### src/hw/rtl/tcc_pkg.sv
// Shared types and constants for the text console cursor engine.
// No dependencies; every other file in hw/rtl imports this package.
`default_nettype none

package tcc_pkg;

  localparam logic [8:0] MaxColumns = 9'd256;
  localparam logic [7:0] MaxRows    = 8'd128;

  localparam logic [7:0] ChNewline   = 8'd10;
  localparam logic [7:0] ChReturn    = 8'd13;
  localparam logic [7:0] ChBackspace = 8'd8;
  localparam logic [7:0] ChSpace     = 8'd32;

  localparam logic [1:0] RegColumnCount = 2'd0;
  localparam logic [1:0] RegRowCount    = 2'd1;
  localparam logic [1:0] RegForeground  = 2'd2;
  localparam logic [1:0] RegBackground  = 2'd3;

  localparam logic [8:0]  ColumnCountReset = 9'd80;
  localparam logic [7:0]  RowCountReset    = 8'd25;
  localparam logic [31:0] ForegroundReset  = 32'hffededed;
  localparam logic [31:0] BackgroundReset  = 32'hff233c67;

  typedef enum logic [2:0] {
    OP_TOGGLE,
    OP_NEWLINE,
    OP_RETURN,
    OP_BACKSPACE,
    OP_PRINT
  } op_kind_e;

  typedef struct packed {
    op_kind_e    kind;
    logic [7:0]  glyph;
  } op_t;

  typedef enum logic [1:0] {
    CMD_FILL   = 2'd0,
    CMD_GLYPH  = 2'd1,
    CMD_SCROLL = 2'd2
  } cmd_e;

  typedef enum logic [2:0] {
    PH_IDLE,
    PH_FIRST,
    PH_PRE,
    PH_GLYPH,
    PH_POST,
    PH_CURSOR
  } phase_e;

  typedef struct packed {
    logic [8:0]  column_count;
    logic [7:0]  row_count;
    logic [31:0] fg;
    logic [31:0] bg;
  } cfg_t;

  typedef struct packed {
    logic empty;
    logic full;
  } q_stat_t;

  typedef struct packed {
    cmd_e        cmd;
    logic [7:0]  col;
    logic [6:0]  row;
    logic [7:0]  glyph;
    logic [31:0] color;
    logic        last;
  } draw_t;

  typedef struct packed {
    logic [7:0] first_col;
    logic [6:0] first_row;
    logic       first_fg;
    logic       only_first;
    logic       pre_scroll;
    logic       glyph_en;
    logic [7:0] glyph_col;
    logic [6:0] glyph_row;
    logic [7:0] glyph_code;
    logic       post_scroll;
    logic [7:0] end_col;
    logic [6:0] end_row;
  } plan_t;

endpackage

`default_nettype wire

### src/hw/rtl/tcc_cfg_regs.sv
// APB-style configuration registers: grid size and colors.
// Depends on tcc_pkg.
`default_nettype none

module tcc_cfg_regs (
  input  wire logic         clk_i,
  input  wire logic         rst_ni,
  input  wire logic         psel,
  input  wire logic         penable,
  input  wire logic         pwrite,
  input  wire logic [3:0]   paddr,
  input  wire logic [31:0]  pwdata,
  output logic [31:0]       prdata,
  output logic              pready,
  output tcc_pkg::cfg_t     cfg_o
);
  import tcc_pkg::*;

  logic [1:0]  reg_idx;
  logic        wr_en;
  logic [8:0]  column_count_q;
  logic [7:0]  row_count_q;
  logic [31:0] fg_q;
  logic [31:0] bg_q;

  assign pready  = 1'b1;
  assign reg_idx = paddr[3:2];
  assign wr_en   = psel & penable & pwrite;

  always_ff @(posedge clk_i or negedge rst_ni) begin
    if (!rst_ni) begin
      column_count_q <= ColumnCountReset;
      row_count_q    <= RowCountReset;
      fg_q           <= ForegroundReset;
      bg_q           <= BackgroundReset;
    end else if (wr_en) begin
      case (reg_idx)
        RegColumnCount: column_count_q <= pwdata[8:0];
        RegRowCount:    row_count_q    <= pwdata[7:0];
        RegForeground:  fg_q           <= pwdata;
        RegBackground:  bg_q           <= pwdata;
        default: ;
      endcase
    end
  end

  always_comb begin
    case (reg_idx)
      RegColumnCount: prdata = {23'd0, column_count_q};
      RegRowCount:    prdata = {24'd0, row_count_q};
      RegForeground:  prdata = fg_q;
      RegBackground:  prdata = bg_q;
      default:        prdata = 32'd0;
    endcase
  end

  assign cfg_o.column_count = column_count_q;
  assign cfg_o.row_count    = row_count_q;
  assign cfg_o.fg           = fg_q;
  assign cfg_o.bg           = bg_q;

endmodule

`default_nettype wire

### src/hw/rtl/tcc_front.sv
// Front end: takes input words and classifies them into cursor operations.
// Depends on tcc_pkg; feeds tcc_op_queue.
`default_nettype none

module tcc_front (
  input  wire logic             push,
  input  wire logic             mode_i,
  input  wire logic [7:0]       glyph_code_i,
  input  wire tcc_pkg::q_stat_t q_stat_i,
  output logic                  full,
  output logic                  q_wr_o,
  output tcc_pkg::op_t          q_op_o
);
  import tcc_pkg::*;

  assign full   = q_stat_i.full;
  assign q_wr_o = push & ~q_stat_i.full;

  always_comb begin
    q_op_o.glyph = glyph_code_i;
    if (mode_i) begin
      q_op_o.kind = OP_TOGGLE;
    end else if (glyph_code_i == ChNewline) begin
      q_op_o.kind = OP_NEWLINE;
    end else if (glyph_code_i == ChReturn) begin
      q_op_o.kind = OP_RETURN;
    end else if (glyph_code_i == ChBackspace) begin
      q_op_o.kind = OP_BACKSPACE;
    end else begin
      q_op_o.kind = OP_PRINT;
    end
  end

endmodule

`default_nettype wire

### src/hw/rtl/tcc_op_queue.sv
// Two-entry operation queue between front end and back end.
// Depends on tcc_pkg.
`default_nettype none

module tcc_op_queue (
  input  wire logic         clk_i,
  input  wire logic         rst_ni,
  input  wire logic         wr_i,
  input  wire tcc_pkg::op_t wr_op_i,
  input  wire logic         rd_i,
  output tcc_pkg::op_t      rd_op_o,
  output tcc_pkg::q_stat_t  stat_o
);
  import tcc_pkg::*;

  localparam int unsigned Depth = 2;
  localparam int unsigned PtrW  = $clog2(Depth);
  localparam int unsigned CntW  = $clog2(Depth + 1);

  op_t             mem_q [Depth];
  logic [PtrW-1:0] wr_ptr_q, wr_ptr_d;
  logic [PtrW-1:0] rd_ptr_q, rd_ptr_d;
  logic [CntW-1:0] count_q, count_d;
  logic            do_wr, do_rd;

  assign stat_o.empty = (count_q == CntW'(0));
  assign stat_o.full  = (count_q == CntW'(Depth));
  assign do_wr = wr_i & ~stat_o.full;
  assign do_rd = rd_i & ~stat_o.empty;
  assign rd_op_o = mem_q[rd_ptr_q];

  always_comb begin
    wr_ptr_d = wr_ptr_q;
    rd_ptr_d = rd_ptr_q;
    count_d  = count_q;
    if (do_wr) begin
      wr_ptr_d = (wr_ptr_q == PtrW'(Depth - 1)) ? '0 : wr_ptr_q + PtrW'(1);
    end
    if (do_rd) begin
      rd_ptr_d = (rd_ptr_q == PtrW'(Depth - 1)) ? '0 : rd_ptr_q + PtrW'(1);
    end
    if (do_wr && !do_rd) begin
      count_d = count_q + CntW'(1);
    end else if (do_rd && !do_wr) begin
      count_d = count_q - CntW'(1);
    end
  end

  always_ff @(posedge clk_i or negedge rst_ni) begin
    if (!rst_ni) begin
      wr_ptr_q <= '0;
      rd_ptr_q <= '0;
      count_q  <= '0;
    end else begin
      wr_ptr_q <= wr_ptr_d;
      rd_ptr_q <= rd_ptr_d;
      count_q  <= count_d;
    end
  end

  always_ff @(posedge clk_i) begin
    if (do_wr) begin
      mem_q[wr_ptr_q] <= wr_op_i;
    end
  end

endmodule

`default_nettype wire

### src/hw/rtl/tcc_back.sv
// Back end: cursor state, per-operation command plan, command sequencer and
// output register. Depends on tcc_pkg; reads from tcc_op_queue.
`default_nettype none

module tcc_back (
  input  wire logic             clk_i,
  input  wire logic             rst_ni,
  input  wire tcc_pkg::cfg_t    cfg_i,
  input  wire tcc_pkg::q_stat_t q_stat_i,
  input  wire tcc_pkg::op_t     q_op_i,
  output logic                  q_rd_o,
  input  wire logic             pop_i,
  output logic                  out_valid_o,
  output tcc_pkg::draw_t        draw_o
);
  import tcc_pkg::*;

  phase_e     phase_q, phase_d;
  plan_t      plan_q, plan_d;
  logic [7:0] cur_col_q, cur_col_d;
  logic [6:0] cur_row_q, cur_row_d;
  logic       shown_q, shown_d;
  logic       out_valid_q, out_valid_d;
  draw_t      out_q;

  logic [8:0] cols, cols_m1, x9, xw, xb, xe;
  logic [7:0] rows, rows_m1, y8, yw, yg, yb, ye_pre, ye;
  logic       wrap, pre, post;

  logic       out_free, busy, advance, load, cur_last;
  draw_t      cur_draw;
  phase_e     after_first, after_glyph;

  // clamp grid size to the supported range
  always_comb begin
    if (cfg_i.column_count == 9'd0) begin
      cols = 9'd1;
    end else if (cfg_i.column_count > MaxColumns) begin
      cols = MaxColumns;
    end else begin
      cols = cfg_i.column_count;
    end
    if (cfg_i.row_count == 8'd0) begin
      rows = 8'd1;
    end else if (cfg_i.row_count > MaxRows) begin
      rows = MaxRows;
    end else begin
      rows = cfg_i.row_count;
    end
  end

  assign cols_m1 = cols - 9'd1;
  assign rows_m1 = rows - 8'd1;
  assign x9      = {1'b0, cur_col_q};
  assign y8      = {1'b0, cur_row_q};

  // printable: wrap, then scroll before the glyph if it fell off the bottom
  assign wrap = (x9 >= cols_m1);
  assign xw   = wrap ? 9'd0 : x9;
  assign yw   = wrap ? y8 + 8'd1 : y8;
  assign pre  = (yw >= rows);
  assign yg   = pre ? rows_m1 : yw;

  // backspace: step back, to the end of the previous row at column zero
  always_comb begin
    xb = x9;
    yb = y8;
    if (x9 != 9'd0) begin
      xb = x9 - 9'd1;
    end else if (y8 != 8'd0) begin
      yb = y8 - 8'd1;
      xb = cols_m1;
    end
  end

  always_comb begin
    case (q_op_i.kind)
      OP_NEWLINE: begin
        xe     = 9'd0;
        ye_pre = y8 + 8'd1;
      end
      OP_RETURN: begin
        xe     = 9'd0;
        ye_pre = y8;
      end
      OP_BACKSPACE: begin
        xe     = xb;
        ye_pre = yb;
      end
      OP_PRINT: begin
        xe     = xw + 9'd1;
        ye_pre = yg;
      end
      default: begin
        xe     = x9;
        ye_pre = y8;
      end
    endcase
  end

  assign post = (ye_pre >= rows);
  assign ye   = post ? rows_m1 : ye_pre;

  always_comb begin
    plan_d            = plan_q;
    plan_d.first_col  = cur_col_q;
    plan_d.first_row  = cur_row_q;
    plan_d.first_fg   = 1'b0;
    plan_d.only_first = 1'b0;
    plan_d.pre_scroll = 1'b0;
    plan_d.glyph_en   = 1'b0;
    plan_d.glyph_col  = xb[7:0];
    plan_d.glyph_row  = yb[6:0];
    plan_d.glyph_code = ChSpace;
    plan_d.post_scroll = post;
    plan_d.end_col    = xe[7:0];
    plan_d.end_row    = ye[6:0];
    case (q_op_i.kind)
      OP_TOGGLE: begin
        plan_d.first_fg    = ~shown_q;
        plan_d.only_first  = 1'b1;
        plan_d.post_scroll = 1'b0;
      end
      OP_BACKSPACE: begin
        plan_d.glyph_en = 1'b1;
      end
      OP_PRINT: begin
        plan_d.pre_scroll = pre;
        plan_d.glyph_en   = 1'b1;
        plan_d.glyph_col  = xw[7:0];
        plan_d.glyph_row  = yg[6:0];
        plan_d.glyph_code = q_op_i.glyph;
      end
      default: ;
    endcase
  end

  // sequencer
  assign out_free = ~out_valid_q | pop_i;
  assign busy     = (phase_q != PH_IDLE);
  assign advance  = busy & out_free;
  assign cur_last = ((phase_q == PH_FIRST) && plan_q.only_first) || (phase_q == PH_CURSOR);
  assign load     = ~q_stat_i.empty & (~busy | (advance & cur_last));
  assign q_rd_o   = load;

  assign after_glyph = plan_q.post_scroll ? PH_POST : PH_CURSOR;
  assign after_first = plan_q.pre_scroll ? PH_PRE :
                       plan_q.glyph_en   ? PH_GLYPH : after_glyph;

  always_comb begin
    cur_draw.cmd   = CMD_FILL;
    cur_draw.col   = 8'd0;
    cur_draw.row   = 7'd0;
    cur_draw.glyph = 8'd0;
    cur_draw.color = cfg_i.bg;
    cur_draw.last  = cur_last;
    phase_d        = phase_q;
    case (phase_q)
      PH_FIRST: begin
        cur_draw.col   = plan_q.first_col;
        cur_draw.row   = plan_q.first_row;
        cur_draw.color = plan_q.first_fg ? cfg_i.fg : cfg_i.bg;
        if (advance) begin
          phase_d = cur_last ? PH_IDLE : after_first;
        end
      end
      PH_PRE: begin
        cur_draw.cmd = CMD_SCROLL;
        if (advance) begin
          phase_d = PH_GLYPH;
        end
      end
      PH_GLYPH: begin
        cur_draw.cmd   = CMD_GLYPH;
        cur_draw.col   = plan_q.glyph_col;
        cur_draw.row   = plan_q.glyph_row;
        cur_draw.glyph = plan_q.glyph_code;
        cur_draw.color = cfg_i.fg;
        if (advance) begin
          phase_d = after_glyph;
        end
      end
      PH_POST: begin
        cur_draw.cmd = CMD_SCROLL;
        if (advance) begin
          phase_d = PH_CURSOR;
        end
      end
      PH_CURSOR: begin
        cur_draw.col   = plan_q.end_col;
        cur_draw.row   = plan_q.end_row;
        cur_draw.color = cfg_i.fg;
        if (advance) begin
          phase_d = PH_IDLE;
        end
      end
      default: ;
    endcase
    if (load) begin
      phase_d = PH_FIRST;
    end
  end

  // cursor state moves when an operation is planned
  always_comb begin
    cur_col_d = cur_col_q;
    cur_row_d = cur_row_q;
    shown_d   = shown_q;
    if (load) begin
      if (q_op_i.kind == OP_TOGGLE) begin
        shown_d = ~shown_q;
      end else begin
        cur_col_d = xe[7:0];
        cur_row_d = ye[6:0];
        shown_d   = 1'b1;
      end
    end
  end

  always_comb begin
    out_valid_d = out_valid_q;
    if (advance) begin
      out_valid_d = 1'b1;
    end else if (pop_i) begin
      out_valid_d = 1'b0;
    end
  end

  always_ff @(posedge clk_i or negedge rst_ni) begin
    if (!rst_ni) begin
      phase_q     <= PH_IDLE;
      cur_col_q   <= 8'd0;
      cur_row_q   <= 7'd0;
      shown_q     <= 1'b0;
      out_valid_q <= 1'b0;
    end else begin
      phase_q     <= phase_d;
      cur_col_q   <= cur_col_d;
      cur_row_q   <= cur_row_d;
      shown_q     <= shown_d;
      out_valid_q <= out_valid_d;
    end
  end

  always_ff @(posedge clk_i) begin
    if (load) begin
      plan_q <= plan_d;
    end
    if (advance) begin
      out_q <= cur_draw;
    end
  end

  assign out_valid_o = out_valid_q;
  assign draw_o      = out_q;

endmodule

`default_nettype wire

### src/hw/rtl/text_console_cursor_engine.sv
// Text console cursor engine: an input word is written into the queue, then
// loaded into the back end's plan register; each of its draw commands then
// passes through the output register. Results leave one per cycle while the
// consumer pops; a word causes 1 to 4 draw commands, set by the sequencer.
// Asynchronous active-low reset: cursor at column 0 row 0 hidden, queue and
// output empty, registers at their defaults. Depends on tcc_pkg.
`default_nettype none

module text_console_cursor_engine (
  input  wire logic        clk_i,
  input  wire logic        rst_ni,
  input  wire logic        push,
  output logic             full,
  input  wire logic        mode_i,
  input  wire logic [7:0]  glyph_code_i,
  output logic             empty,
  input  wire logic        pop,
  output logic [1:0]       command_o,
  output logic [7:0]       cell_column_o,
  output logic [6:0]       cell_row_o,
  output logic [7:0]       glyph_out_o,
  output logic [31:0]      fill_color_o,
  output logic             last_command_o,
  input  wire logic        psel,
  input  wire logic        penable,
  input  wire logic        pwrite,
  input  wire logic [3:0]  paddr,
  input  wire logic [31:0] pwdata,
  output logic [31:0]      prdata,
  output logic             pready
);
  import tcc_pkg::*;

  cfg_t    cfg;
  q_stat_t q_stat;
  op_t     wr_op, rd_op;
  logic    q_wr, q_rd;
  logic    out_valid;
  draw_t   draw;

  tcc_cfg_regs u_cfg (
    .clk_i   (clk_i),
    .rst_ni  (rst_ni),
    .psel    (psel),
    .penable (penable),
    .pwrite  (pwrite),
    .paddr   (paddr),
    .pwdata  (pwdata),
    .prdata  (prdata),
    .pready  (pready),
    .cfg_o   (cfg)
  );

  tcc_front u_front (
    .push         (push),
    .mode_i       (mode_i),
    .glyph_code_i (glyph_code_i),
    .q_stat_i     (q_stat),
    .full         (full),
    .q_wr_o       (q_wr),
    .q_op_o       (wr_op)
  );

  tcc_op_queue u_queue (
    .clk_i   (clk_i),
    .rst_ni  (rst_ni),
    .wr_i    (q_wr),
    .wr_op_i (wr_op),
    .rd_i    (q_rd),
    .rd_op_o (rd_op),
    .stat_o  (q_stat)
  );

  tcc_back u_back (
    .clk_i       (clk_i),
    .rst_ni      (rst_ni),
    .cfg_i       (cfg),
    .q_stat_i    (q_stat),
    .q_op_i      (rd_op),
    .q_rd_o      (q_rd),
    .pop_i       (pop),
    .out_valid_o (out_valid),
    .draw_o      (draw)
  );

  assign empty          = ~out_valid;
  assign command_o      = draw.cmd;
  assign cell_column_o  = draw.col;
  assign cell_row_o     = draw.row;
  assign glyph_out_o    = draw.glyph;
  assign fill_color_o   = draw.color;
  assign last_command_o = draw.last;

  a_no_read_empty: assert property (@(posedge clk_i) disable iff (!rst_ni)
    q_rd |-> !q_stat.empty)
    else $error("back end read an empty queue");

  a_no_write_full: assert property (@(posedge clk_i) disable iff (!rst_ni)
    q_wr |-> !q_stat.full)
    else $error("front end wrote a full queue");

  a_scroll_word: assert property (@(posedge clk_i) disable iff (!rst_ni)
    (!empty && command_o == CMD_SCROLL) |->
      (fill_color_o == cfg.bg && cell_column_o == 8'd0 && !last_command_o))
    else $error("scroll word malformed");

endmodule

`default_nettype wire

### config.mk
export PLATFORM = sky130hd
export DESIGN_NAME = text_console_cursor_engine
export DESIGN_NICKNAME = d
export VERILOG_FILES = /design/src/hw/rtl/tcc_pkg.sv /design/src/hw/rtl/tcc_cfg_regs.sv /design/src/hw/rtl/tcc_front.sv /design/src/hw/rtl/tcc_op_queue.sv /design/src/hw/rtl/tcc_back.sv /design/src/hw/rtl/text_console_cursor_engine.sv
export SDC_FILE = /design/constraint.sdc
export NUM_CORES = 1
export LEC_CHECK = 0
export ABC_CLOCK_PERIOD_IN_PS = 9100
export BUFFER_PORTS_ARGS = -buffer_cell sky130_fd_sc_hd__buf_2
export CORE_MARGIN = 2
export CORE_UTILIZATION = 47
export CTS_CLUSTER_DIAMETER = 30
export CTS_CLUSTER_SIZE = 12
export DETAILED_ROUTE_END_ITERATION = 8
export HOLD_SLACK_MARGIN = 0.05
export MAX_ROUTING_LAYER = met4
export PLACE_DENSITY = 0.78
export SYNTH_ARGS = -nofsm -noshare
export SYNTH_HDL_FRONTEND = slang
export SYNTH_SLANG_ARGS = --single-unit
### constraint.sdc
create_clock -name clk_i -period 9.1 [get_ports clk_i]
set_input_delay 1.82 -clock clk_i [delete_from_list [all_inputs] [get_ports clk_i]]
set_output_delay 1.82 -clock clk_i [all_outputs]
set_load 0.01 [all_outputs]
# Word-level counts from Yosys, hierarchy flattened
# Memory sizes are Yosys's and may differ from the RTL's.
# Cells that the tools add are included.
[totals] output_inout_bits=93 latchBits=0 regBits=221 ramBits=22 rom_bits=0 wordCells=156 memories=1 inputBits=52
[memory_table] name="u_queue.mem_q" words=2 width=11 read_ports=1 rd_clocked_by_memory_dff=0 wr=1 line="tcc_op_queue.sv:20" rtl="op_t mem_q [Depth];"
[op_classes] multipliers=0 n_bitwise=16 reduce_logical=27 eq_ne=21 magnitude_cmp=5 shifts=0 n_mux=46 div=0 n_addsub=10
[op_table] cell="$pmux W32 S4" count=1
[op_table] cell="$mux W8" count=9
[op_table] cell="$pmux W32 S2" count=1
[op_table] cell="$pmux W8 S3" count=2
[op_table] cell="$pmux W15 S3" count=1
[op_table] cell="$mux W3" count=13
[op_table] cell="$mux W32" count=1
[op_table] cell="$eq A8 B4 Y1 const B" count=3
[op_table] cell="$mux W23" count=1
[op_table] cell="$mux W9" count=2
[op_table] cell="$ge A8 B8 Y1" count=2
[op_table] cell="$sub A8 B1 Y8 const B" count=2
[op_table] cell="$ne A3 B2 Y1 const B" count=5
[op_table] cell="$pmux W3 S5" count=1
[op_table] cell="$eq A3 B2 Y1 const B" count=4
[op_table] cell="$mux W1" count=10
[op_table] cell="$reduce_and A2 Y1" count=5
[op_table] cell="$eq A3 B3 Y1 const B" count=3
[op_table] cell="$ge A8 B9 Y1" count=1
[op_table] cell="$gt A9 B9 Y1 const B" count=1
[op_table] cell="$logic_not A9 Y1" count=1
[op_table] cell="$reduce_bool A9 Y1" count=1
[op_table] cell="$sub A9 B1 Y9 const B" count=1
[op_table] cell="$add A7 B1 Y8 const B" count=1
[op_table] cell="other kinds (27)" count=53

# Depth between registers and ports, before layout
[depth] ltp_word=11 depth_mapped=33 ltp_nobuf=29

# Modules after synthesis
# From an unflattened synthesis, not the netlist that was laid out.
[hier_totals] hier_cells=1110 area_unflattened_um2=13256.5
[by_module_without_submodules] module="tcc_back" cells_each=795 area_each_um2=8231.6 n_inst=1 seq_area_each_um2=3983.8
[by_module_without_submodules] module="tcc_cfg_regs" cells_each=242 area_each_um2=3867.5 n_inst=1 seq_area_each_um2=2090.8
[by_module_without_submodules] module="tcc_op_queue" cells_each=53 area_each_um2=991.0 n_inst=1 seq_area_each_um2=760.7
[by_module_without_submodules] module="tcc_front" cells_each=19 area_each_um2=162.7 n_inst=1 seq_area_each_um2=0.0
[by_module_without_submodules] module="text_console_cursor_engine" cells_each=1 area_each_um2=3.8 n_inst=1 seq_area_each_um2=0.0

# Worst setup path before layout
# Ideal clock, no wire load.
[synth_timing] path_type="register to register" start="reg u_cfg.column_count_q[3]" end="reg u_back.plan_q[6] (netlist bit), data pin" setup_time_ps=256 n_path_buf=3 synth_period_minus_slack_ps=7017 arrival_ps=6761 path_slack_ps=2083 t_required_ps=8844 path_stages_with_launch=32 path_cell_list="dfrtp_1 > nor4_4 > a32oi_1 > ha_1 > clkbuf_1 > nor2b_1 > a22o_1 > a31oi_1 > ha_1 > a21o_1 > a221oi_1 > o21a_1 > nor2_1 > xnor2_1 > ha_1 > nand2b_1 > a2111oi_1 > nor3_1 > or4_1 > clkbuf_1 > nor2_1 > o32a_1 > a21oi_1 > ha_1 > nand2b_1 > nand3_1 > a21oi_1 > o41ai_1 > and2_1 > buf_1 > inv_1 > a22o_1"
[synth_lines] element="start: declaration" line="tcc_cfg_regs.sv:21" rtl="logic [8:0] column_count_q;"
[synth_lines] element="start signal: assignment" line="tcc_cfg_regs.sv:32" rtl="column_count_q <= ColumnCountReset;"
[synth_lines] element="start signal: assignment" line="tcc_cfg_regs.sv:38" rtl="RegColumnCount: column_count_q <= pwdata[8:0];"
[synth_lines] element="end signal: assignment" line="tcc_back.sv:247" rtl="plan_q <= plan_d;"
[synth_lines] element="end: declaration" line="tcc_back.sv:19" rtl="plan_t plan_q, plan_d;"

==> impl_metrics.tcl <==
set metrics [dict create \
    outcome "finished, final reports clean" \
    slowest_stage "or4_1" \
    worstHoldPathType "flip-flop to flip-flop" \
    clock-sinks 243 \
    postCtsHoldBufs 0 \
    worst_pin_slew_ns 1.15 \
    powerDensity_nw_per_um2 389 \
    cp_max_fo 13 \
    row_count 60 \
    ir_worst_vdd_mv 0.181 \
    min_period_ns 8.26 \
    worst-setup-path-type "flip-flop to flip-flop" \
    ys_types 79 \
    gp_congestion 0.933 \
    cts_buffers 46 \
    synth_area_sq_um 12700 \
    cts_setup_buffers 0 \
    antenna_found_initial 0 \
    core-area_sq_um 26800 \
    p_leak_nw 6.32 \
    report.final.slew_viol_count 0 \
    ys_top_cells_by_count "138 x edfxtp_1, 116 x mux2_2, 99 x nor2_1" \
    yosysTopAreaCell "edfxtp_1" \
    grt_max_degree 77 \
    drv_cap 0 \
    dr_total_vias 9278 \
    viasPerCell 5.77 \
    finalWirelength_um 29900 \
    clock_skew_ns 0.0377 \
    fin_setup_tns_ns 0 \
    finalHoldViolations 0 \
    die_h_um 169 \
    die-area_sq_um 28400 \
    worst_path_largest_cell_delay_ns 0.69 \
    cp-start-kind "flip-flop" \
    arrival_ns 8.52 \
    worstPathRequired_ns 9.36 \
    nNetsFinal 1316 \
    synthTopCellsByArea "edfxtp_1 33%, dfrtp_1 11%, dfstp_2 11%" \
    detail-route-antenna-nets 0 \
    grt.total_usage_pct 21.7 \
    synth.most_common_cell "edfxtp_1" \
    wire_per_inst_um 18.6 \
    grt_pass1_vias 9203 \
    start_util_pct 47.5 \
    hpwl_um 20100 \
    drt_iter0_markers 832 \
    clk_pin_slew_ns 0.05 \
    cpMostUsedCell "ha_1" \
    syn-num-nets 1174 \
    htree_levels 2 \
    rsz0062_at_grt "false" \
    area_delta_synth_final_pct 20.2 \
    route.detailed.drc 0 \
    synth_cells 1089 \
    firstDrtPassIters 5 \
    io_buffers 141 \
    p_total_mw 5.96 \
    root_buffer "clkbuf_16" \
    hold_ws_ns 0.499 \
    yosys_warnings 0 \
    grt.overflow.total 0 \
    diodes 0 \
    clock_latency_ns 0.55 \
    cts_resized 0 \
    synth_top_area_share_pct 32.5 \
    setup_viol 0 \
    cts_tree "done" \
    slew_headroom_pct 23.0 \
    grt_pass1_wl_um 48100 \
    synth-edff-count 138 \
    syn_area_per_cell_sq_um 11.7 \
    ios 145 \
    drive_gt1_share_pct 33.7 \
    ys_seq_area_share_pct 53.7 \
    ys_seq_elements 243 \
    ys.flop_type "edfxtp_1" \
    fin_crit_sh_pct 90.7 \
    fmax_mhz 121 \
    endpoint_kind "flip-flop" \
    ys_async_sr_fraction_pct 43.2 \
    cts.path.max_buffers 3 \
    die_w_um 169 \
]
==> placed cells by master (no fill, tap or decap), types with 15 or more instances in the layout <==
cell type  Yosys  layout
edfxtp_1     138     138
nor2_1        99      97
nand2_1       67      67
clkbuf_16      0      46
o21ai_0       56      56
dfrtp_1       54      54
dfstp_2       51      51
nor3_1        25      25
nor2b_1       31      31
ha_1          33      33
a21oi_1       55      55
mux2_2       116     116
mux2i_1       48      48
inv_1         30      29
buf_2          3     140
buf_4          1      15
==> cell families (layout without fill, tap and decap cells) <==
group	Yosys count	after routing	share of synthesized area (%)
xor+xnor	19	19	1.31
simple gates	309	309	12.1
buf+inv	93	272	2.92
compound gates	218	218	11.2
fa+ha+maj	33	33	3.24
other cells	1	1	0.0294
flops	243	243	53.7
mux	173	173	15.6
==> metal layers <==
layer  global-route usage, %  share of wire (%)
met2                    33.7                 48
met1                    29.0                 43
met4                    7.83                2.5
met5                       -                  0
met3                    3.65                6.5
==> area by class of cell <==
cell class,count,area [sq um]
clock buffer,56,1250
clock inverter,29,318
fill,2145,11500
inverter,32,120
multi-input combinational,753,5550
sequential,243,6840
tap,341,427
timing repair buffer,155,813
==> sequential cells by signal (all words and copies together) (netlist names), 7 cells and up <==
| signal | flops |
|---|---|
| u_cfg.fg_q | 32 |
| u_back.draw_o | 58 |
| u_back.plan_q | 58 |
| u_back.cur_row_q | 7 |
| u_back.cur_col_q | 8 |
| u_queue.mem_q | 22 |
| u_cfg.column_count_q | 9 |
| u_cfg.row_count_q | 8 |
| u_cfg.bg_q | 32 |
==> worst max-delay path, delay by kind of cell (launching register included) <==
kind	cells	cell delay, ns
buf+inv	2	0.36
xor+xnor	1	0.21
compound gates	12	2.98
simple gates	10	2.72
flops	1	0.47
fa+ha+maj	4	1.24
==> final timing paths <==
check,start,end,slack [ns],cells past startpoint
min,u_queue.count_q[1],u_queue.count_q[1],0.50,1
max in group asynchronous,rst_ni,u_back.cur_row_q[6],6.55,2
min in group asynchronous,rst_ni,u_cfg.bg_q[15],1.21,1
max,u_cfg.column_count_q[3],u_back.plan_q[6],0.84,29
max reg2reg,u_cfg.column_count_q[3],u_back.plan_q[6],0.84,29
min reg2reg,u_queue.count_q[1],u_queue.count_q[1],0.50,1
==> report_power, final <==
group	internal, mW	total [mW]	leakage (nW)	switching [mW]
Clock	1.06	1.66	0.759	0.599
Sequential	1.80	2.11	2.53	0.311
Combinational	0.881	2.19	3.03	1.31
Total	3.74	5.96	6.32	2.22
==> metrics by stage <==
step	cells	setup slack, ns	util [%]	area, sq um
6_report	1609	0.844	57.1	15300
4_1_cts	1609	0.944	57.1	15300
3_5_place_dp	1524	1.01	51.3	13700
2_1_floorplan	1089	2.08	-	12700
3_3_place_gp	1524	1.21	51.3	13700
5_1_grt	1609	0.393	57.1	15300
Power figures use the tool's default switching activity.
